**config.mk**
```make
export PLATFORM = sky130hd
export DESIGN_NAME = clbr_post
export DESIGN_NICKNAME = d
export VERILOG_FILES = /design/src/hw/rtl/clbr_pkg.sv /design/src/hw/rtl/clbr_post.sv
export SDC_FILE = /design/constraint.sdc
export NUM_CORES = 1
export LEC_CHECK = 0
export ABC_AREA = 1
export BUFFER_PORTS_ARGS = -buffer_cell sky130_fd_sc_hd__buf_4
export CAP_MARGIN = 20
export CORE_UTILIZATION = 40
export DETAILED_ROUTE_END_ITERATION = 10
export SETUP_SLACK_MARGIN = 0.1
export SLEW_MARGIN = 20
export SYNTH_ARGS = -nofsm -noshare
export SYNTH_HDL_FRONTEND = slang
export SYNTH_SLANG_ARGS = --single-unit
export TNS_END_PERCENT = 30
```
**constraint.sdc**
```tcl
create_clock -name vclk -period 2.1
set_input_delay 0.105 -clock vclk [all_inputs]
set_output_delay 0.105 -clock vclk [all_outputs]
set_load 0.02 [all_outputs]
```
**src/hw/rtl/clbr_pkg.sv**
```systemverilog
// ----------------------------------------------------------------------------
// clbr_pkg
// Shared sizes, codes and types for the convolution layer engine.
// ----------------------------------------------------------------------------
package clbr_pkg;

  // Layer geometry
  localparam int unsigned KERNEL_SIZE  = 5;
  localparam int unsigned IN_SIZE      = 32;
  localparam int unsigned IN_CHANNELS  = 8;
  localparam int unsigned OUT_CHANNELS = 16;

  localparam int unsigned OUT_LAST   = IN_SIZE - KERNEL_SIZE;  // highest output row/col
  localparam int unsigned FEAT_DEPTH = IN_CHANNELS * IN_SIZE * IN_SIZE;
  localparam int unsigned WGT_DEPTH  = IN_CHANNELS * OUT_CHANNELS * KERNEL_SIZE * KERNEL_SIZE;
  localparam int unsigned FEAT_AW    = $clog2(FEAT_DEPTH);
  localparam int unsigned WGT_AW     = $clog2(WGT_DEPTH);
  localparam int unsigned CH_W       = (IN_CHANNELS > 1) ? $clog2(IN_CHANNELS) : 1;
  localparam int unsigned KS_W       = (KERNEL_SIZE > 1) ? $clog2(KERNEL_SIZE) : 1;
  localparam int unsigned OC_W       = (OUT_CHANNELS > 1) ? $clog2(OUT_CHANNELS) : 1;

  // Fixed-point formats
  localparam int unsigned DATA_W = 16;  // Q4.12
  localparam int unsigned PROD_W = 32;  // Q8.24
  localparam int unsigned ACC_W  = 40;  // Q16.24
  localparam logic signed [DATA_W-1:0] Q_ONE = 16'sh1000;  // 1.0 in Q4.12

  // Request actions
  localparam logic [1:0] ACT_WEIGHT  = 2'd0;
  localparam logic [1:0] ACT_BIAS    = 2'd1;
  localparam logic [1:0] ACT_PIXEL   = 2'd2;
  localparam logic [1:0] ACT_COMPUTE = 2'd3;

  // Configuration register indexes
  localparam logic REG_RELU_ENABLE  = 1'b0;
  localparam logic REG_RESULT_SHIFT = 1'b1;

  // Control from sequencer to the shared MAC
  typedef struct packed {
    logic clr;   // zero the accumulator
    logic vld;   // operands valid this cycle
    logic last;  // final operand pair of the sum
  } mac_ctrl_t;

endpackage

```
**src/hw/rtl/clbr_post.sv**
```systemverilog
// ----------------------------------------------------------------------------
// clbr_post
// Output stage: optional ReLU, floor right shift, saturate to Q4.12.
// ----------------------------------------------------------------------------
module clbr_post (
  input  logic signed [clbr_pkg::ACC_W-1:0]  acc_i,
  input  logic                               relu_en_i,
  input  logic [3:0]                         shift_i,
  output logic signed [clbr_pkg::DATA_W-1:0] act_o,
  output logic                               sat_o
);
  import clbr_pkg::*;

  localparam logic signed [ACC_W-1:0] MAX_V = 40'sd32767;
  localparam logic signed [ACC_W-1:0] MIN_V = -40'sd32768;

  logic signed [ACC_W-1:0] rect;
  logic signed [ACC_W-1:0] shifted;

  always_comb begin
    rect    = (relu_en_i && acc_i[ACC_W-1]) ? '0 : acc_i;
    shifted = rect >>> shift_i;  // arithmetic shift floors
    if (shifted > MAX_V) begin
      act_o = 16'sh7fff;
      sat_o = 1'b1;
    end else if (shifted < MIN_V) begin
      act_o = -16'sh8000;
      sat_o = 1'b1;
    end else begin
      act_o = shifted[DATA_W-1:0];
      sat_o = 1'b0;
    end
  end

endmodule
```
== Yosys cells after proc, flatten, opt, wreduce, memory -nomap -nowiden ==
Cells that the tools add are included.

* Magnitude comparators: 2
* Shift operators: 1
* Multiplexer cells: 5
* Reductions and logical operators: 1

{| class="wikitable"
|+ Operators by type and width
! cell !! count
|-
| greater-than comparator 40 x 16 -> 1 bit, second input constant || 1
|-
| < comparator 40 x 16 -> 1 bit, second input constant || 1
|-
| two-way mux 40 bit || 1
|-
| >>> shifter 40 x 4 -> 40 bit || 1
|-
| two-way mux 16 bit || 2
|-
| two-way mux 1 bit || 2
|-
| logical AND 1 bit || 1
|}

* Bits in registers: 0
* Input port bits: 45
* Output and inout port bits: 17
* Word-level logic and storage cells: 9

== Longest topological paths before layout ==
Gate-level depths: netlist (run 1).

* Depth in word-level cells: 6
* Mapped depth: 17
* Depth with buffers taken out: 15

== Least setup slack after synthesis (run 1) ==
OpenSTA, ideal clock, no wires.

* Path type: input port to output port
* From: input relu_en_i
* To: output act_o[10] (netlist name)
* Data arrival time: 1624 ps
* Required time: 1995 ps
* Slack: 371 ps
* Stages on the path: 16
* Path buffers: 1
* Cell sequence: inv_1 nand2_1 inv_1 nand2_1 nand2_1 nand2_1 nand3_1 nand2_1 nor2_1 nand2_1 nor2_1 nand3_1 nand2_2 buf_6 nand2_1 nand2_1

* Word-level cells in the longest chain between the ends: 6
* Elaborated cells on any way between the ends: 7
* Those cells by class: 2 x order compare; 1 x shift; 3 x mux; 1 x reduce/logical

{| class="wikitable"
|+ Ends and longest elaborated chain
! item !! line !! RTL
|-
| start: declaration || clbr_post.sv:7 || <nowiki>input logic relu_en_i,</nowiki>
|-
| logical AND 1 bit * || clbr_post.sv:21 || <nowiki>rect = (relu_en_i && acc_i[ACC_W-1]) ? '0 : acc_i;</nowiki>
|-
| two-way mux 40 bit * || clbr_post.sv:21 ||
|-
| >>> shifter 40 x 4 -> 40 bit * || clbr_post.sv:22 || <nowiki>shifted = rect >>> shift_i;</nowiki>
|-
| < comparator 40 x 16 -> 1 bit || clbr_post.sv:26 || <nowiki>end else if (shifted < MIN_V) begin</nowiki>
|-
| two-way mux 16 bit || clbr_post.sv:26 ||
|-
| two-way mux 16 bit * || clbr_post.sv:23 || <nowiki>if (shifted > MAX_V) begin</nowiki>
|-
| end: declaration || clbr_post.sv:9 || <nowiki>output logic signed [clbr_pkg::DATA_W-1:0] act_o,</nowiki>
|}

Every way passes the cells marked *; elsewhere a longest branch is shown, timed or not.

== Worst setup path after layout (run 1) ==
* From: input relu_en_i
* To: output act_o[14] (netlist name)

The elaborated chain is that of the path after synthesis.

==> qor.txt, run 1 <==
met1 usage - 29.9%
layout cells sized above 1 - 42.2%
synth warn - 0
Compound-Gate Fraction of Synth Area - 13.3%
post-synthesis xor/xnor area fraction - 0%
busiest layer in global routing - met2
max cap viols - 0
leading area contributor after synthesis - nand3_1
die area - 5890 sq um
Detailed Route WL - 9500 um
HP Class - in -> out
Syn Area/Cell - 4.77 sq um
Register Area - 0 sq um
Peak VDD IR - 0.172 mV
Worst slew margin - 66.8%
DIE HEIGHT - 76.7 um
sequential area share after synthesis - 0%
mux cell area share after synthesis - 2.69%
met2 GRT Util - 51.3%
final-report max-slew violation count - 0
critical path data required time - 2000 ps
crit start category - input port
wire length per cell - 16.2 um
port buffer count - 62
Hold Vio Cnt, Final - 0
Final setup violation count - 15
Min-Delay Startpoint - acc_i[39]
n_diodes - 0
WHS Endpoint - act_o[15]
first-pass GRT wire length - 13,200 um
final layout net count - 564
drt first pass iters - 5
Placer Congestion - 0.905
failing checks - negative setup slack
std cell rows - 26
Die X-Extent - 76.7 um
Ports - 62
P per Cell Area - 254 nW/um^2
post-DR vias/cell - 6.26
Worst-Margin Slew - 497 ps
top cell type's share of synthesized area - 41.0%
met3 usage - 0.714%
sequential cells - 0
Hold Path Cell Cnt - 5
core box area - 5240 sq um
most frequent cell after synthesis - nand3_1
Synth area leaders - nand3_1 (41%), nand2_1 (23%), o21ai_0 (6.3%), nor2_1 (4.7%), buf_6 (3.0%)
Final Cycle Share - 102%
largest net degree at the start of global routing - 46
initial antenna violation count - 0
Iteration-0 DRC Markers - 415
status - finished with violations
RSZ-0062 raised after global routing - yes
CP Data Arrival Time - 2030 ps
Area Overhead vs Synth - 60.6%
Initial Utilization - 42.6%
cts hold-fix bufs - 0
Adder-Cell Fraction of Synth Area - 0%
GRT Residual Overflow - 0
main combinational cell family by area after synthesis - simple AND/OR/NAND/NOR gates
HPWL after DPL - 5700 um
final setup margin - -36.5 ps
cell count after synthesis - 468
min Tclk post-route - 2140 ps
Crit. End Element - output pin
maximum fanout along the worst path - 8
syn_nets - 513
Layout Utilization - 68.5%
sum of negative setup slack - -265 ps
vias in the first global route - 3,048
global-route usage over all layers - 26.3%
simple-gate portion of the synthesized area - 71.5%
critical path type - in -> out
synth unique cells - 22
area of the mapped netlist - 2230 sq um
clkbuf count - 0
Static Leak - 0.00171 uW
most instantiated cells after synthesis - nand3_1 (183), nand2_1 (135), nor2_1 (28), o21ai_0 (28)
DR DRC count - 0
routed vias - 3,673
Post-DRT Antenna Nets - 0
Max Clk Rate - 468 MHz
## layer usage
metal | up-vias | routed length (um) | share of wire (%)
li1 | 1728 | - | -
met4 | 0 | 620 | 6.5
met2 | 226 | 4720 | 50
met1 | 1647 | 3540 | 37
met5 | - | 0 | 0
met3 | 72 | 624 | 6.6
## report_power, final
group	leakage, uW	internal, uW	switching, uW
combinational	0.00171	366	545
sequential	0	0	0
clock	0	0	0
total	0.00171	366	545
## logic make-up after synthesis
group	count (synthesis)
AOI/OAI and AO/OA	54
buffers and inverters	54
muxes	6
and+or+nand+nor	354
## cell usage in the layout, fill, tap and decap left out, drive strengths merged
master / n
inv: 14
clkbuf: 7
o211ai: 1
and3: 1
a31oi: 9
a22o: 2
mux2i: 6
o31ai: 1
nand2: 139
nor2: 28
o21ai: 30
a21oi: 10
o22a: 1
nand3: 188
buf: 80
## critical path, cell delays in order
cell and delay, ps:
buf_4 130, nand2_8 160, clkbuf_16 190, nand3_1 140, nand3_1 160, nand3_1 110, nand3_1 110, nand2_2 70
nor2_1 110, nand2_1 80, nor2_2 120, nand3_2 140, nand2_4 130, nand2_1 70, nand2_1 60, buf_4 140
## worst max-delay path by stage
| stage | from | endpoint | cells past startpoint |
|---|---|---|---|
| floorplan | relu_en_i | act_o[10] | 16 |
| global placement | relu_en_i | act_o[14] | 18 |
| detailed placement | relu_en_i | act_o[14] | 18 |
| CTS | relu_en_i | act_o[13] | 18 |
| global route | relu_en_i | act_o[11] | 16 |
| finish | relu_en_i | act_o[14] | 16 |
## final cells by class
cell class,instances,area (sq um)
fill,478,1650
multi-input combinational,416,2560
timing repair buffer,87,882
tap,70,87.6
inverter,14,55.1
## metrics by stage
stage	power, uW	setup slack, ps	hold slack, ps	cells	cell area [sq um]
final	911	-36.5	887	587	3590
after CTS	730	117	889	577	2830
after global routing	989	-160	944	587	3590
after detailed placement	704	-6.14	805	574	2730
after global placement	699	38.5	801	574	2730
after floorplan	494	371	496	468	2230
## what timing repair did
action                                  in CTS  in global routing
pin swaps                                    4                 14
gates cloned                                 3                  8
setup buffers                                0                  2
endpoints found under the setup margin      16                 16
gates resized for setup                      9                125
Note: power is estimated with default switching activity, not from simulation.
==> run 2, diff against run 1 <==
Settings changed: CORE_UTILIZATION 40 to 29.
Clock period 2.1 ns to 1.8 ns, I/O delays scaled along.
==> qor.txt, run 2 (synthesis gave the netlist of run 1 again) <==
CP Buf/Inv Count - 3
port buffer count - 62
Placer Congestion - 0.900
DIE HEIGHT - 89.8 um
max cap viols - 0
Die X-Extent - 89.8 um
sequential cells - 0
Critical Path Sink - act_o[12]
clkbuf count - 0
post-DR vias/cell - 5.72
commonest non-fill, non-tap cells in the layout - nand3_2 (114), nand2_1 (112), buf_4 (94), nand3_1 (71), nand2_2 (22)
std cell rows - 31
Post-DP Area - 3090 sq um
critical path type - in -> out
RSZ-0062 raised after global routing - yes
critical path data required time - 1710 ps
crit-path most repeated cell - nand2_2
Post-DRT Antenna Nets - 0
Iteration-0 DRC Markers - 239
cts hold-fix bufs - 0
Final setup violation count - 16
Ports - 62
clock network power share - 0%
Layout Utilization - 57.2%
die area - 8060 sq um
Logic pwr share - 100.0%
Crit. End Element - output pin
Net Sw Frac - 55.9%
maximum fanout along the worst path - 8
Initial Utilization - 30.5%
Hold Path Cell Cnt - 6
Worst-Margin Slew - 354 ps
min Tclk post-route - 1990 ps
final setup margin - -187 ps
worst-path cell chain - buf_12 > nand2_8 > buf_8 > nand3_4 > nand2_2 > nand2_2 > nand2_2 > nand2_2 > nand2_2 > nand2_1 > nor2_2 > a21oi_2 > nor2_2 > nand3_4 > nand2_4 > nand2_1 > nand2_2 > buf_6
wire length per cell - 15.8 um
drt first pass iters - 6
crit start category - input port
Register Area - 0 sq um
first-pass GRT wire length - 14,800 um
Detailed Route WL - 10,400 um
routed vias - 3,784
Hold Vio Cnt, Final - 0
power share of the sequential group - 0%
initial antenna violation count - 0
Overall Power - 1240 uW
Worst slew margin - 76.1%
most common cell after layout, fill and taps aside - nand3_2
Peak VDD IR - 0.210 mV
P per Cell Area - 296 nW/um^2
Top delay family on crit path - simple AND/OR/NAND/NOR gates
DR DRC count - 0
Static Leak - 0.00198 uW
slowest stage delay, CP - 160 ps
HP Class - in -> out
CP Data Arrival Time - 1900 ps
Max Clk Rate - 503 MHz
layout cells sized above 1 - 51.4%
status - finished with violations
HPWL after DPL - 6280 um
internal power - 547 uW
NetSw - 693 uW
final layout net count - 609
final-report max-slew violation count - 0
core box area - 7330 sq um
WP depth - 18
failing checks - negative setup slack
Area Overhead vs Synth - 87.7%
Critical-path top delay cell - buf_8
global-route usage over all layers - 21.1%
Final Cycle Share - 110%
largest net degree at the start of global routing - 31
GRT Residual Overflow - 0
Post-Layout Inst Area - 4190 sq um
vias in the first global route - 3,440
Setup crit start - relu_en_i
n_diodes - 0
## run 2: changes by cell type in the layout (fill, tap and decap cells not counted), moves of 3 or more
cell / change
buf_8: +4
buf_12: +3
nand2_1: -13
buf_4: +22
o21ai_0: -10
nand2_2: +13
nand3_2: +9
nand3_1: -11
o21ai_1: +10
buf_6: +17
## run 2: stage by stage
stage                     worst slack, ps  hold WS (ps)  TNS, ps  instances
after floorplan                       101           466        0        468
after global placement               -196           817    -2870        645
after detailed placement             -243           824    -3650        645
after CTS                            -141           868    -2030        652
after global routing                 -299           881    -4510        661
final                                -187           857    -2670        661
## run 2: layer usage
metal / global-route usage (%) / up-vias / part of all wire (%)
li1: - / 1821 / -
met1: 23.9 / 1749 / 39
met2: 41.4 / 167 / 52
met3: 0.931 / 47 / 4.7
met4: 7.10 / 0 / 4.1
met5: 0 / - / 0
## run 2: power by group through the flow
stage | combinational [uW] | clock (uW) | sequential [uW]
final | 1240 | 0 | 0
after global routing | 1340 | 0 | 0
after CTS | 1020 | 0 | 0
after detailed placement | 923 | 0 | 0
after global placement | 915 | 0 | 0
after floorplan | 576 | 0 | 0
## run 2: how the worst min path moves through the flow
stage	slack [ps]	startpoint	endpoint
after floorplan	470	acc_i[39]	act_o[15]
after global placement	820	relu_en_i	act_o[15]
after detailed placement	820	relu_en_i	act_o[15]
after CTS	870	shift_i[3]	act_o[2]
after global routing	880	relu_en_i	act_o[15]
final	860	relu_en_i	act_o[15]
## run 2: what timing repair did
item,4_1_cts,5_1_grt
resized for setup,68,138
setup buffers,3,1
endpoints found under the setup margin,16,16
gates cloned,4,8
pin swaps,19,35
## run 2: cell type report
cell class	count	area [sq um]
Timing Repair Buffer	131	1310
Fill cell	696	3140
Inverter	14	57.6
Multi-Input combinational cell	417	2700
Tap cell	99	124
