### config.mk
export PLATFORM = sky130hd
export DESIGN_NAME = clbr_mac
export DESIGN_NICKNAME = d
export VERILOG_FILES = /design/src/hw/rtl/clbr_pkg.sv /design/src/hw/rtl/clbr_mac.sv
export SDC_FILE = /design/constraint.sdc
export NUM_CORES = 1
export LEC_CHECK = 0
export BUFFER_PORTS_ARGS = -buffer_cell sky130_fd_sc_hd__buf_2
export CAP_MARGIN = 0
export CORE_MARGIN = 4
export CORE_UTILIZATION = 35
export DETAILED_ROUTE_END_ITERATION = 6
export SKIP_CTS_REPAIR_TIMING = 1
export SYNTH_ARGS = -nofsm -noshare
export SYNTH_HDL_FRONTEND = slang
export SYNTH_SLANG_ARGS = --single-unit
export TNS_END_PERCENT = 1
### constraint.sdc
create_clock -name clk_i -period 6.35 [get_ports clk_i]
set_input_delay 1.27 -clock clk_i [delete_from_list [all_inputs] [get_ports clk_i]]
set_output_delay 1.27 -clock clk_i [all_outputs]
set_load 0.05 [all_outputs]
### src/hw/rtl/clbr_pkg.sv
// ----------------------------------------------------------------------------
// clbr_pkg
// Shared sizes, codes and types for the convolution layer engine.
// ----------------------------------------------------------------------------
package clbr_pkg;

  // Layer geometry
  localparam int unsigned KERNEL_SIZE  = 5;
  localparam int unsigned IN_SIZE      = 32;
  localparam int unsigned IN_CHANNELS  = 8;
  localparam int unsigned OUT_CHANNELS = 16;

  localparam int unsigned OUT_LAST   = IN_SIZE - KERNEL_SIZE;  // highest output row/col
  localparam int unsigned FEAT_DEPTH = IN_CHANNELS * IN_SIZE * IN_SIZE;
  localparam int unsigned WGT_DEPTH  = IN_CHANNELS * OUT_CHANNELS * KERNEL_SIZE * KERNEL_SIZE;
  localparam int unsigned FEAT_AW    = $clog2(FEAT_DEPTH);
  localparam int unsigned WGT_AW     = $clog2(WGT_DEPTH);
  localparam int unsigned CH_W       = (IN_CHANNELS > 1) ? $clog2(IN_CHANNELS) : 1;
  localparam int unsigned KS_W       = (KERNEL_SIZE > 1) ? $clog2(KERNEL_SIZE) : 1;
  localparam int unsigned OC_W       = (OUT_CHANNELS > 1) ? $clog2(OUT_CHANNELS) : 1;

  // Fixed-point formats
  localparam int unsigned DATA_W = 16;  // Q4.12
  localparam int unsigned PROD_W = 32;  // Q8.24
  localparam int unsigned ACC_W  = 40;  // Q16.24
  localparam logic signed [DATA_W-1:0] Q_ONE = 16'sh1000;  // 1.0 in Q4.12

  // Request actions
  localparam logic [1:0] ACT_WEIGHT  = 2'd0;
  localparam logic [1:0] ACT_BIAS    = 2'd1;
  localparam logic [1:0] ACT_PIXEL   = 2'd2;
  localparam logic [1:0] ACT_COMPUTE = 2'd3;

  // Configuration register indexes
  localparam logic REG_RELU_ENABLE  = 1'b0;
  localparam logic REG_RESULT_SHIFT = 1'b1;

  // Control from sequencer to the shared MAC
  typedef struct packed {
    logic clr;   // zero the accumulator
    logic vld;   // operands valid this cycle
    logic last;  // final operand pair of the sum
  } mac_ctrl_t;

endpackage

### src/hw/rtl/clbr_mac.sv
// ----------------------------------------------------------------------------
// clbr_mac
// Shared multiply-accumulate: registered 16x16 product, 40-bit wrapping sum.
// ----------------------------------------------------------------------------
module clbr_mac (
  input  logic                                    clk_i,
  input  logic                                    rst_ni,
  input  clbr_pkg::mac_ctrl_t                     ctrl_i,
  input  logic signed [clbr_pkg::DATA_W-1:0]      a_i,
  input  logic signed [clbr_pkg::DATA_W-1:0]      b_i,
  output logic signed [clbr_pkg::ACC_W-1:0]       acc_o,
  output logic                                    done_o
);
  import clbr_pkg::*;

  logic signed [PROD_W-1:0] prod_q;
  logic                     pvld_q, plast_q;
  logic signed [ACC_W-1:0]  acc_q;
  logic                     done_q;

  always_ff @(posedge clk_i or negedge rst_ni) begin
    if (!rst_ni) begin
      pvld_q  <= 1'b0;
      plast_q <= 1'b0;
      done_q  <= 1'b0;
    end else begin
      pvld_q  <= ctrl_i.vld;
      plast_q <= ctrl_i.vld & ctrl_i.last;
      done_q  <= pvld_q & plast_q;
    end
  end

  always_ff @(posedge clk_i) begin
    prod_q <= a_i * b_i;
    if (ctrl_i.clr) begin
      acc_q <= '0;
    end else if (pvld_q) begin
      acc_q <= acc_q + {{(ACC_W-PROD_W){prod_q[PROD_W-1]}}, prod_q};
    end
  end

  assign acc_o  = acc_q;
  assign done_o = done_q;

endmodule

=== After elaboration in Yosys (flattened, before gate mapping) ===
Cells that the tools add are included.
W data, S select, Z words.

* Flip-flop bits (word level): 75
* Bits of input ports: 37
* Output and inout port bits: 41
* Logic and storage cells: 9

* Add/sub/neg operators: 1
* Multiply operators: 1
* Bitwise gates (word level): 2

{| class="wikitable"
|+ Operators with widths
! cell !! count
|-
| $add A40 B40 Y40 || 1
|-
| $mul A16 B16 Y32 || 1
|-
| $and A1 B1 Y1 || 2
|}

=== Depth between registers and ports, before layout ===
Gate-level depths: netlist of run 1.

* Depth after elaboration: 1
* Depth in mapped cells: 24
* Depth with buffers taken out: 23

=== Worst setup path after synthesis of run 1 ===
No wires, ideal clock.

* Path kind: input-to-reg
* From: input port a_i[15] in the netlist's numbering
* To: register prod_q[31]
* Library setup time: 74 ps
* Arrival: 6791 ps
* Required time: 6276 ps
* Setup slack: -515 ps
* Cell stages on the path: 20
* Path buffers: 1
* Path through: clkbuf_1 > nand2_1 > inv_1 > fa_1 > fa_1 > fa_1 > fa_1 > fa_1 > inv_1 > fa_1 > inv_1 > ha_1 > and3_1 > and3_1 > a221o_1 > o21ai_0 > a31oi_1 > o21ai_0 > a21oi_1 > a31oi_1

* Word-level cells in the longest chain between the ends: 1

{| class="wikitable"
|+ Ends and longest elaborated chain
! what !! line !! text
|-
| from (decl) || clbr_mac.sv:9 || <nowiki>input logic signed [clbr_pkg::DATA_W-1:0] a_i,</nowiki>
|-
| $mul A16 B16 Y32 || clbr_mac.sv:34 || <nowiki>prod_q <= a_i * b_i;</nowiki>
|-
| to (signal assigned) || clbr_mac.sv:34 ||
|-
| to (decl) || clbr_mac.sv:16 || <nowiki>logic signed [PROD_W-1:0] prod_q;</nowiki>
|}

Every way passes these cells.
A chain may end at the register's enable or synchronous reset.

=== Worst setup path after layout of run 1 ===
* From: input port b_i[2] in the netlist's numbering
* To: register prod_q[30]

* Word-level cells in the longest chain between the ends: 1

{| class="wikitable"
|+ Ends and longest elaborated chain
! what !! line !! text
|-
| from (decl) || clbr_mac.sv:10 || <nowiki>input logic signed [clbr_pkg::DATA_W-1:0] b_i,</nowiki>
|-
| $mul A16 B16 Y32 || clbr_mac.sv:34 ||
|}

Every way passes these cells.

==> results of run 1 <==
-- layout make-up --
| class | instances | area share, % |
|---|---|---|
| clock buffers | 10 | 1.47 |
| repair buffers | 211 | 8.94 |
| inverters | 299 | 6.90 |
| flip-flops and latches | 75 | 9.34 |
| clock inverters | 6 | 0.593 |
| multi-input cells | 1092 | 68.8 |
| well taps | 518 | 3.99 |
-- cell families (layout without fill, tap and decap cells) --
group           after synthesis  in the layout  synth area share, %
fa+ha+maj                   384            384                 49.0
buf+inv                     342            526                 9.29
compound gates              212            212                 10.2
simple gates                405            405                 14.6
mux                          23             23                 1.66
xor+xnor                     68             68                 4.30
flops                        75             75                 11.0
-- per-layer routing --
| metal | global-route usage [%] | vias up | share of wire [%] | wire, um |
|---|---|---|---|---|
| li1 | - | 5061 | - | - |
| met1 | 22.5 | 5410 | 46 | 15400 |
| met2 | 27.4 | 174 | 49 | 16300 |
| met3 | 1.87 | 26 | 3.7 | 1220 |
| met4 | 2.43 | 0 | 1.1 | 369 |
| met5 | 0 | - | 0 | 0 |
-- synth_stat cells, drive strengths merged, types with 2 or more instances --
master   count
inv        298
nand4        7
xnor2       45
o22ai        4
ha         121
nand2b       8
fa         263
nor2        68
nand3        6
buf          2
and4         2
o31ai        2
a211o        2
o21a         8
a21o        37
o21ai       36
a221o        2
mux2i       23
nor4b        2
and3        11
o21bai      12
dfxtp       72
a211oi       7
o211ai       7
nor3         8
xor2        23
a2111oi      4
and2       131
nand2      144
dfrtp        3
nor2b        8
o31a         2
a311oi       3
clkbuf      41
a31oi       12
a21oi       66
or3          3
-- registers in the layout (all words and copies together), names as in the netlist --
signal,cells
pvld_q,1
acc_o,40
prod_q,32
done_o,1
plast_q,1
-- critical path, delay by kind of cell --
| kind | cells | cell delay [ns] |
|---|---|---|
| AOI/OAI and AO/OA | 7 | 1.35 |
| xor gates and xnor gates | 1 | 0.15 |
| adders and majority gates | 7 | 3.25 |
| buffers and inverters | 5 | 0.52 |
| and+or+nand+nor | 2 | 0.16 |
-- per-stage QoR --
stage                     hold WS (ns)  setup TNS (ns)
after detailed placement         0.445           -5.56
after floorplan                  0.434          -0.568
after CTS                        0.461          -0.749
after global placement           0.445           -4.52
after global routing             0.488           -1.83
final                            0.459          -0.189
-- cells in the final DEF, fill, tap and decap left out, types with 3 or more instances in the layout --
master                      count
sky130_fd_sc_hd__nor2_1        68
sky130_fd_sc_hd__nand3_1        6
sky130_fd_sc_hd__a21oi_2        5
sky130_fd_sc_hd__fa_2           9
sky130_fd_sc_hd__nand2_1      141
sky130_fd_sc_hd__buf_2         59
sky130_fd_sc_hd__o21a_1         8
sky130_fd_sc_hd__o211ai_1       5
sky130_fd_sc_hd__o21ai_0       30
sky130_fd_sc_hd__o22ai_1        4
sky130_fd_sc_hd__o21ai_1        3
sky130_fd_sc_hd__clkbuf_16      9
sky130_fd_sc_hd__clkbuf_4      10
sky130_fd_sc_hd__nor3_1         8
sky130_fd_sc_hd__a21oi_1       61
sky130_fd_sc_hd__dfxtp_1       72
sky130_fd_sc_hd__o21ai_2        3
sky130_fd_sc_hd__a21o_1        37
sky130_fd_sc_hd__and2_4         7
sky130_fd_sc_hd__inv_1        295
sky130_fd_sc_hd__buf_4        140
sky130_fd_sc_hd__nand2b_1       8
sky130_fd_sc_hd__inv_2          3
sky130_fd_sc_hd__o21bai_1      12
sky130_fd_sc_hd__and2_1       124
sky130_fd_sc_hd__a211oi_1       5
sky130_fd_sc_hd__a31oi_1       10
sky130_fd_sc_hd__nor2b_1        7
sky130_fd_sc_hd__nand4_1        7
sky130_fd_sc_hd__fa_1         254
sky130_fd_sc_hd__and3_1        11
sky130_fd_sc_hd__xnor2_1       45
sky130_fd_sc_hd__ha_1         117
sky130_fd_sc_hd__ha_4           3
sky130_fd_sc_hd__xor2_1        23
sky130_fd_sc_hd__mux2i_1       23
-- worst max path at each step --
stage	endpoint	cells after the start	slack, ns	from
final	prod_q[30]$_DFF_P_	22	-0.13	b_i[2]
after global routing	prod_q[30]$_DFF_P_	22	-0.27	b_i[2]
after CTS	prod_q[31]$_DFF_P_	20	-0.22	b_i[3]
after detailed placement	prod_q[31]$_DFF_P_	20	-0.57	b_i[3]
after global placement	prod_q[30]$_DFF_P_	21	-0.51	a_i[10]
after floorplan	prod_q[30]$_DFF_P_	20	-0.19	b_i[14]
==> insert_results.sql, run 1 <==
INSERT INTO impl_metrics (metric_group, metric, value, unit) VALUES
('setup_path', 'worstReg2RegStart', 'acc_o[15]$_SDFFE_PP0P_', ''),
('timing', 'max_freq', '154', 'MHz'),
('die', 'initial_utilization', '35.6', '%'),
('die', 'core.rowCount', '72', ''),
('synthesis', 'post_synth_main_area_contributors', 'sky130_fd_sc_hd__fa_1 (38%), sky130_fd_sc_hd__ha_1 (11%), sky130_fd_sc_hd__dfxtp_1 (10%)', ''),
('synthesis', 'synth.avg_cell_area', '9.17', 'um^2'),
('global_routing', 'grt_overflow_total', '0', ''),
('setup_path', 'critical_path_required', '6.58', 'ns'),
('synthesis', 'syn_area', '13800', 'um^2'),
('clocking', 'tritoncts.num_buffers', '9', ''),
('placed_design', 'place_inst', '2193', ''),
('route', 'via_count_of_the_routed_design', '10700', ''),
('global_routing', 'grt_max_degree', '42', ''),
('timing', 'worst_slew_pin_slew', '1.05', 'ns'),
('final_layout', 'multi_input_area', '11200', 'um^2'),
('clocking', 'clock_sinks', '75', ''),
('worst_hold_path', 'hold_path.startpoint', 'plast_q$_DFF_PN0_', ''),
('synthesis', 'synth_async_sr_flop_share', '4.00', '%'),
('final_layout', 'stdcell_count', '2211', ''),
('run_status', 'status', 'finished with violations', ''),
('worst_hold_path', 'hold_crit_endpoint', 'done_o$_DFF_PN0_', ''),
('clocking', 'htree_levels', '3', ''),
('final_layout', 'utilization_after_layout', '41.9', '%'),
('placed_design', 'post_dp_cell_area', '15800', 'um^2'),
('placed_design', 'gp_congestion', '0.846', ''),
('timing', 'finalCritPeriodShare', '102', '%'),
('route', 'route.detailed.drc', '0', ''),
('route', 'antenna_left', '0', ''),
('setup_path', 'crit_path_cell_trace', 'clkbuf_4 -> nand2_2 -> inv_1 -> fa_2 -> buf_4 -> fa_1 -> fa_1 -> fa_1 -> fa_1 -> inv_1 -> fa_1 -> inv_1 -> ha_4 -> a21o_1 -> a21oi_1 -> nor2b_1 -> a311o_1 -> a21oi_2 -> o21ai_2 -> a211o_1 -> a21o_1 -> xor2_1', ''),
('route', 'routed_via_density', '4.83', ''),
('synthesis', 'yosys_warnings', '0', ''),
('synthesis', 'netlist.area_leader.share', '38.1', '%'),
('placed_design', 'dp_hpwl', '29200', 'um'),
('timing', 'timing.max_slew.rel_slack', '30.2', '%'),
('timing', 'setup_slack', '-0.130', 'ns'),
('setup_path', 'critPathMaxFanout', '7', ''),
('clocking', 'cts.clk_slew.worst_paths', '0.06', 'ns'),
('route', 'drt_iter0_markers', '503', ''),
('timing', 'final-setup-viol-count', '2', ''),
('die', 'die_width', '207', 'um'),
('clocking', 'clock_latency', '0.34', 'ns'),
('synthesis', 'syn_inst', '1509', ''),
('synthesis', 'synth_area_leader_cell', 'sky130_fd_sc_hd__fa_1', ''),
('placed_design', 'port_buffers', '77', ''),
('timing', 'slew_violations', '0', ''),
('setup_path', 'worst_setup_path_category', 'primary input to flip-flop', ''),
('setup_path', 'r2r-end', 'acc_o[39]$_SDFFE_PP0P_', ''),
('worst_hold_path', 'min-delay-path-class', 'flip-flop to flip-flop', ''),
('global_routing', 'track_usage', '16.0', '%'),
('route', 'wl_per_cell', '15.1', 'um'),
('setup_path', 'critical-path-top-cell-by-count', 'sky130_fd_sc_hd__fa_1', ''),
('run_status', 'violated_checks', 'setup timing', ''),
('final_layout', 'ff_latch_area', '1520', 'um^2'),
('setup_path', 'slowest_delay', '0.56', 'ns'),
('global_routing', 'grt_first_pass_wirelength', '56100', 'um'),
('die', 'core', '38800', 'um^2'),
('die', 'die_area', '42800', 'um^2'),
('worst_hold_path', 'hold-path-cell-count', '1', ''),
('setup_path', 'setup.reg_to_reg.worst_slack', '3.09', 'ns'),
('setup_path', 'worst_setup_start_kind', 'primary input', ''),
('setup_path', 'endpoint_kind', 'flip-flop', ''),
('setup_path', 'critPathSlowestCell', 'sky130_fd_sc_hd__fa_2', ''),
('setup_path', 'timing.reg2reg.worst_path_depth', '10', ''),
('clocking', 'clock-root-buffer', 'sky130_fd_sc_hd__clkbuf_16', ''),
('final_layout', 'final_cell_area', '16300', 'um^2'),
('timing', 'final.setup_skew', '0.00955', 'ns'),
('route', 'drt_pass_1_iters', '5', ''),
('placed_design', 'pre_cts_slack', '-0.571', 'ns'),
('synthesis', 'synth_seq_area_share', '11.0', '%'),
('clocking', 'cts_buffer_depth', '2', ''),
('final_layout', 'numnets_final', '2109', '');
Power of run 1 is left out: the tool's default activity adds up to more than one toggle a clock period on the data nets, which glitch-free logic cannot reach.
==> run 2: changes to the inputs <==
- REMOVE_ABC_BUFFERS: unset -> 1
- SKIP_CTS_REPAIR_TIMING: 1 -> unset
- clock period: 6.35 -> 6.6 ns (I/O delays scaled with it)
==> run 2 against run 1 <==
- the run now ends clean
- critical path depth unchanged
- via count down 2.1%
- count of clock-buffer cells in the layout unchanged
- clock skew down 0.0028 ns
- setup slack better by 0.19 ns
- global-route usage down 0.48 points
- hold slack better by 0.015 ns
- sequential share of layout area down 0.060 points
- cell count up 0.14%
- core utilization up 0.27 points
- design area up 0.65%
- register-to-register slack better by 0.27 ns
- critical path type unchanged
- critical endpoint unchanged
==> insert_results.sql, run 2 (synthesis results as in run 1) <==
INSERT INTO impl_metrics (metric_group, metric, value, unit) VALUES
('timing', 'timing_hold_violations_final', '0', ''),
('worst_hold_path', 'hold_crit_endpoint', 'done_o$_DFF_PN0_', ''),
('clocking', 'clock_latency', '0.34', 'ns'),
('placed_design', 'place_inst', '2192', ''),
('timing', 'slew_violations', '0', ''),
('setup_path', 'critical_path_required', '6.83', 'ns'),
('die', 'die_width', '207', 'um'),
('run_status', 'status', 'complete, no violations', ''),
('setup_path', 'kind_of_cell_adding_the_most_delay_to_the_critical_path', 'adder cells', ''),
('setup_path', 'slowest_delay', '0.55', 'ns'),
('timing', 'max_freq', '153', 'MHz'),
('global_routing', 'via_count_of_the_first_global_routing_pass', '10800', ''),
('final_layout', 'final_cell_mix', 'sky130_fd_sc_hd__inv_1 (295), sky130_fd_sc_hd__fa_1 (252), sky130_fd_sc_hd__nand2_1 (141), sky130_fd_sc_hd__buf_4 (140), sky130_fd_sc_hd__and2_1 (126)', ''),
('clocking', 'clock_sinks', '75', ''),
('global_routing', 'grt_first_pass_wirelength', '54300', 'um'),
('clocking', 'clock_tree_from_tritoncts', 'done', ''),
('final_layout', 'flow.area_growth_from_synthesis', '18.2', '%'),
('setup_path', 'critPathMaxFanout', '7', ''),
('die', 'die_area', '42800', 'um^2'),
('flow_run', 'maxCapViolations', '0', ''),
('route', 'drt_iter0_markers', '367', ''),
('global_routing', 'track_usage', '15.6', '%'),
('timing', 'finalCritPeriodShare', '99.1', '%'),
('timing', 'grt_setup_unrepaired', 'yes', ''),
('setup_path', 'worst_setup_start_kind', 'primary input', ''),
('worst_hold_path', 'min-delay-path-class', 'flip-flop to flip-flop', ''),
('timing', 'final-setup-viol-count', '0', ''),
('worst_hold_path', 'hold_path.startpoint', 'plast_q$_DFF_PN0_', ''),
('die', 'core.rowCount', '72', ''),
('final_layout', 'antenna_cells_inserted', '0', ''),
('setup_path', 'endpoint_kind', 'flip-flop', ''),
('die', 'initial_utilization', '35.6', '%'),
('placed_design', 'dp_hpwl', '28800', 'um'),
('die', 'core', '38800', 'um^2'),
('route', 'via_count_of_the_routed_design', '10400', ''),
('setup_path', 'critical_path_cell_count', '22', ''),
('timing', 'hold-worst-slack', '0.474', 'ns'),
('global_routing', 'grt_overflow_total', '0', ''),
('setup_path', 'setup.reg_to_reg.worst_slack', '3.36', 'ns'),
('final_layout', 'numnets_final', '2112', ''),
('clocking', 'htree_levels', '3', ''),
('clocking', 'tritoncts.num_buffers', '9', ''),
('setup_path', 'worst_ep_arrival_time', '6.77', 'ns'),
('final_layout', 'stdcell_count', '2214', ''),
('placed_design', 'gp_congestion', '0.861', ''),
('die', 'die_height', '207', 'um'),
('die', 'ioPinCount', '78', ''),
('timing', 'timing.setup.tns', '0', 'ns'),
('clocking', 'cts-hold-fix-buffers', '0', ''),
('route', 'finalWirelength', '32800', 'um'),
('setup_path', 'crit_path_cell_trace', 'buf_4 -> and2_4 -> fa_1 -> inv_1 -> fa_2 -> fa_1 -> inv_1 -> fa_1 -> fa_1 -> inv_1 -> fa_1 -> inv_1 -> ha_4 -> a21o_1 -> a21o_1 -> a21o_1 -> a311o_1 -> a21oi_2 -> o21ai_2 -> a211o_1 -> a21o_1 -> xor2_1', ''),
('setup_path', 'worst_setup_path_category', 'primary input to flip-flop', ''),
('route', 'route.detailed.drc', '0', ''),
('route', 'wl_per_cell', '14.8', 'um'),
('clocking', 'clock-root-buffer', 'sky130_fd_sc_hd__clkbuf_16', ''),
('global_routing', 'grt_max_degree', '42', ''),
('clocking', 'cts_buffer_depth', '2', ''),
('setup_path', 'timing.reg2reg.worst_path_depth', '13', ''),
('setup_path', 'critPathSlowestCell', 'sky130_fd_sc_hd__fa_1', ''),
('timing', 'worst_slew_pin_slew', '0.778', 'ns'),
('route', 'antenna_left', '0', ''),
('placed_design', 'port_buffers', '77', ''),
('setup_path', 'crit_buf_inv', '5', ''),
('final_layout', 'leading_cell_type_in_the_layout_fill_and_taps_excluded', 'sky130_fd_sc_hd__inv_1', ''),
('setup_path', 'r2r-end', 'acc_o[20]$_SDFFE_PP0P_', ''),
('global_routing', 'initial_antenna_violation_count', '0', ''),
('timing', 'fin_crit', '6.54', 'ns'),
('final_layout', 'utilization_after_layout', '42.1', '%'),
('setup_path', 'worstReg2RegStart', 'acc_o[0]$_SDFFE_PP0P_', ''),
('worst_hold_path', 'hold-path-cell-count', '1', ''),
('route', 'drt_pass_1_iters', '5', ''),
('timing', 'final.setup_skew', '0.00672', 'ns'),
('setup_path', 'critical-path-top-cell-by-count', 'sky130_fd_sc_hd__fa_1', ''),
('final_layout', 'largest_reg_flops', '40', ''),
('clocking', 'cts.clk_slew.worst_paths', '0.06', 'ns'),
('timing', 'timing.max_slew.rel_slack', '48.2', '%'),
('final_layout', 'fillerInstances', '3853', ''),
('route', 'routed_via_density', '4.72', ''),
('final_layout', 'fraction_of_layout_instances_using_a_drive_strength_above_1', '16.9', '%');
[run 2: cell types whose count changed in the layout (fill, tap and decap cells not counted), sizes merged]
cell    delta
bufinv     -1
inv        -1
clkinv     +2
buf        +8
clkbuf     -5
[run 2: cell type report]
cell class                      count  area (um^2)  share of cell area [%]
Clock buffer                       10          229                    1.40
Sequential cell                    75         1520                    9.28
Inverter                          299         1120                    6.86
Tap cell                          518          648                    3.96
Multi-Input combinational cell   1092        11200                    68.7
Clock inverter                      6         65.1                   0.398
Timing Repair Buffer              214         1540                    9.38
[run 2: worst max-delay path by stage]
stage	end	slack, ns	startpoint
CTS	prod_q[30]$_DFF_P_	-0.008	b_i[1]
global route	prod_q[30]$_DFF_P_	-0.05	a_i[13]
global placement	prod_q[31]$_DFF_P_	-0.51	b_i[1]
finish	prod_q[30]$_DFF_P_	0.06	b_i[2]
floorplan	prod_q[31]$_DFF_P_	-0.07	b_i[1]
detailed placement	prod_q[31]$_DFF_P_	-0.54	b_i[1]
[run 2: metrics by stage]
stage / setup slack, ns / instance area (um^2)
6_report: 0.0577 / 16400
5_1_grt: -0.0491 / 16400
4_1_cts: -0.00814 / 16000
3_5_place_dp: -0.543 / 15700
3_3_place_gp: -0.509 / 15700
2_1_floorplan: -0.0731 / 13700
[run 2: per-layer routing]
layer | wire length (um) | vias up | GRT usage (%)
li1 | - | 5068 | -
met1 | 15700 | 5178 | 22.4
met2 | 15500 | 166 | 25.6
met3 | 1080 | 32 | 1.25
met4 | 525 | 0 | 3.78
met5 | 0 | - | 0
[run 2: repair_timing]
action                     CTS  global route
setup endpoints to repair    4            11
setup buffers                1             5
pin swaps                    1            34
cloned                       0             0
resized for setup           10            85
Power of run 2 is left out for the same reason.
==> run 3: changes to the inputs <==
- REMOVE_ABC_BUFFERS: 1 -> unset
==> run 3 against run 2 <==
- sequential cell count stayed put
- first-iteration DRC count rose by 31%
- maximum frequency up 0.26%
- non-clock buffer count decreased by 12
- setup slack better by 0.017 ns
- count of clock-buffer cells in the layout fell by 1
- global-route usage is 0.32 points higher
- core utilization fell by 0.45 points
- critical path type unchanged
- hold slack worse by 0.011 ns
- critical path depth did not move
- via count grew 1.1%
- design area is 1.1% lower
==> insert_results.sql, run 3 (synthesis results as in run 1) <==
INSERT INTO impl_metrics (metric_group, metric, value, unit) VALUES
('global_routing', 'grt_first_pass_wirelength', '55400', 'um'),
('die', 'core', '38800', 'um^2'),
('setup_path', 'critPathMaxFanout', '11', ''),
('timing', 'grt_setup_unrepaired', 'yes', ''),
('clocking', 'clock_sinks', '75', ''),
('route', 'routed_via_density', '4.80', ''),
('setup_path', 'critical-path-top-cell-by-count', 'sky130_fd_sc_hd__fa_1', ''),
('timing', 'slew_violations', '0', ''),
('final_layout', 'utilization_after_layout', '41.7', '%'),
('timing', 'worst_slew_pin_slew', '1.04', 'ns'),
('route', 'drt_iter0_markers', '481', ''),
('clocking', 'tritoncts.num_buffers', '9', ''),
('die', 'die_height', '207', 'um'),
('final_layout', 'flow.area_growth_from_synthesis', '17.0', '%'),
('worst_hold_path', 'min-delay-path-class', 'flip-flop to flip-flop', ''),
('global_routing', 'track_usage', '15.9', '%'),
('setup_path', 'crit_buf_inv', '5', ''),
('route', 'via_count_of_the_routed_design', '10600', ''),
('timing', 'final.setup_skew', '0.0113', 'ns'),
('timing', 'fin_crit', '6.53', 'ns'),
('setup_path', 'crit_path_cell_trace', 'buf_4 -> and2_4 -> fa_1 -> inv_1 -> fa_1 -> fa_1 -> inv_2 -> fa_1 -> fa_1 -> inv_2 -> fa_1 -> inv_2 -> ha_4 -> a21o_1 -> a21o_1 -> a21o_1 -> a311o_1 -> a21oi_2 -> o21ai_2 -> a211o_1 -> a21o_1 -> xor2_1', ''),
('clocking', 'clock_tree_from_tritoncts', 'done', ''),
('timing', 'finalCritPeriodShare', '98.9', '%'),
('die', 'die_width', '207', 'um'),
('clocking', 'cts-hold-fix-buffers', '0', ''),
('clocking', 'cts.clk_slew.worst_paths', '0.06', 'ns'),
('global_routing', 'initial_antenna_violation_count', '0', ''),
('global_routing', 'via_count_of_the_first_global_routing_pass', '11100', ''),
('final_layout', 'leading_cell_type_in_the_layout_fill_and_taps_excluded', 'sky130_fd_sc_hd__inv_1', ''),
('setup_path', 'worst_ep_arrival_time', '6.75', 'ns'),
('timing', 'timing.max_slew.rel_slack', '30.9', '%'),
('placed_design', 'pre_cts_slack', '-0.352', 'ns'),
('route', 'wl_per_cell', '15.0', 'um'),
('clocking', 'clock_latency', '0.34', 'ns'),
('timing', 'final-setup-viol-count', '0', ''),
('die', 'core.rowCount', '72', ''),
('clocking', 'htree_levels', '3', ''),
('placed_design', 'port_buffers', '77', ''),
('setup_path', 'kind_of_cell_adding_the_most_delay_to_the_critical_path', 'adder cells', ''),
('final_layout', 'fraction_of_layout_instances_using_a_drive_strength_above_1', '15.4', '%'),
('route', 'antenna_left', '0', ''),
('final_layout', 'fillerInstances', '3881', ''),
('route', 'finalWirelength', '32900', 'um'),
('route', 'drt_pass_1_iters', '5', ''),
('final_layout', 'largest_reg_flops', '40', ''),
('setup_path', 'slowest_delay', '0.55', 'ns'),
('timing', 'timing_hold_violations_final', '0', ''),
('run_status', 'status', 'complete, no violations', ''),
('final_layout', 'stdcell_count', '2202', ''),
('final_layout', 'antenna_cells_inserted', '0', ''),
('timing', 'setup_slack', '0.0749', 'ns'),
('global_routing', 'grt_overflow_total', '0', ''),
('global_routing', 'grt_max_degree', '42', ''),
('setup_path', 'critPathSlowestCell', 'sky130_fd_sc_hd__fa_1', ''),
('clocking', 'clock-root-buffer', 'sky130_fd_sc_hd__clkbuf_16', ''),
('timing', 'max_freq', '153', 'MHz'),
('setup_path', 'critical_path_required', '6.82', 'ns'),
('clocking', 'cts_buffer_depth', '2', ''),
('final_layout', 'final_cell_mix', 'sky130_fd_sc_hd__inv_1 (292), sky130_fd_sc_hd__fa_1 (257), sky130_fd_sc_hd__nand2_1 (143), sky130_fd_sc_hd__buf_4 (128), sky130_fd_sc_hd__and2_1 (125)', ''),
('placed_design', 'place_inst', '2180', ''),
('placed_design', 'dp_hpwl', '28900', 'um'),
('setup_path', 'worst_setup_path_category', 'primary input to flip-flop', ''),
('flow_run', 'maxCapViolations', '0', ''),
('die', 'die_area', '42800', 'um^2'),
('final_layout', 'numnets_final', '2100', ''),
('die', 'ioPinCount', '78', ''),
('timing', 'timing.setup.tns', '0', 'ns'),
('route', 'route.detailed.drc', '0', ''),
('die', 'initial_utilization', '35.6', '%'),
('setup_path', 'endpoint_kind', 'flip-flop', ''),
('setup_path', 'worst_setup_start_kind', 'primary input', ''),
('placed_design', 'gp_congestion', '0.844', '');
[run 3: cell types whose count changed in the layout (fill, tap and decap cells not counted), moves of 3 or more]
cell                       change
sky130_fd_sc_hd__buf_6         -3
sky130_fd_sc_hd__ha_1          +3
sky130_fd_sc_hd__buf_4        -12
sky130_fd_sc_hd__fa_1          +5
sky130_fd_sc_hd__fa_2          -5
sky130_fd_sc_hd__inv_2         +3
sky130_fd_sc_hd__ha_4          -3
sky130_fd_sc_hd__inv_1         -3
sky130_fd_sc_hd__clkbuf_4      +5
[run 3: worst paths after layout]
path	start	end	slack, ns	depth (start not counted)
max	a_i[12]	prod_q[30]$_DFF_P_	0.07	22
min	plast_q$_DFF_PN0_	done_o$_DFF_PN0_	0.46	1
max reg2reg	acc_o[0]$_SDFFE_PP0P_	acc_o[20]$_SDFFE_PP0P_	3.38	13
min reg2reg	plast_q$_DFF_PN0_	done_o$_DFF_PN0_	0.46	1
max in group asynchronous	rst_ni	pvld_q$_DFF_PN0_	5.72	1
min in group asynchronous	rst_ni	plast_q$_DFF_PN0_	0.77	1
[run 3: worst reg2reg max path: cells and delay by family (launching register included)]
kind | cells | cell delay, ns
AOI/OAI and AO/OA | 6 | 1.36
xor gates and xnor gates | 1 | 0.22
adders and majority gates | 2 | 0.46
buffers and inverters | 1 | 0.08
DFF | 1 | 0.32
and+or+nand+nor | 3 | 0.64
[run 3: timing repair]
| item | 4_1_cts | 5_1_grt |
|---|---|---|
| setup buffers | 0 | 6 |
| endpoints found under the setup margin | 1 | 9 |
| resized for setup | 3 | 59 |
| pin swaps | 3 | 35 |
[run 3: area by class of cell]
class	instances	area, um^2	area share (%)
repair buffers	202	1440	8.89
inverters	299	1120	6.94
flip-flops and latches	75	1520	9.38
clock buffers	9	225	1.39
clock inverters	7	96.3	0.595
multi-input cells	1092	11100	68.8
well taps	518	648	4.00
[run 3: stage by stage]
stage	hold slack, ns	instance area (um^2)
CTS	0.472	16000
finish	0.463	16200
detailed placement	0.455	15700
global placement	0.448	15700
floorplan	0.434	13900
global route	0.498	16200
[run 3: routing by layer]
| layer | part of all wire [%] | track usage, % | up-vias |
|---|---|---|---|
| met5 | 0 | 0 | - |
| met4 | 1.1 | 2.50 | 0 |
| met3 | 3.6 | 1.83 | 25 |
| met2 | 49 | 27.2 | 190 |
| met1 | 46 | 22.2 | 5305 |
| li1 | - | - | 5042 |
Power of run 3 is left out for the same reason.
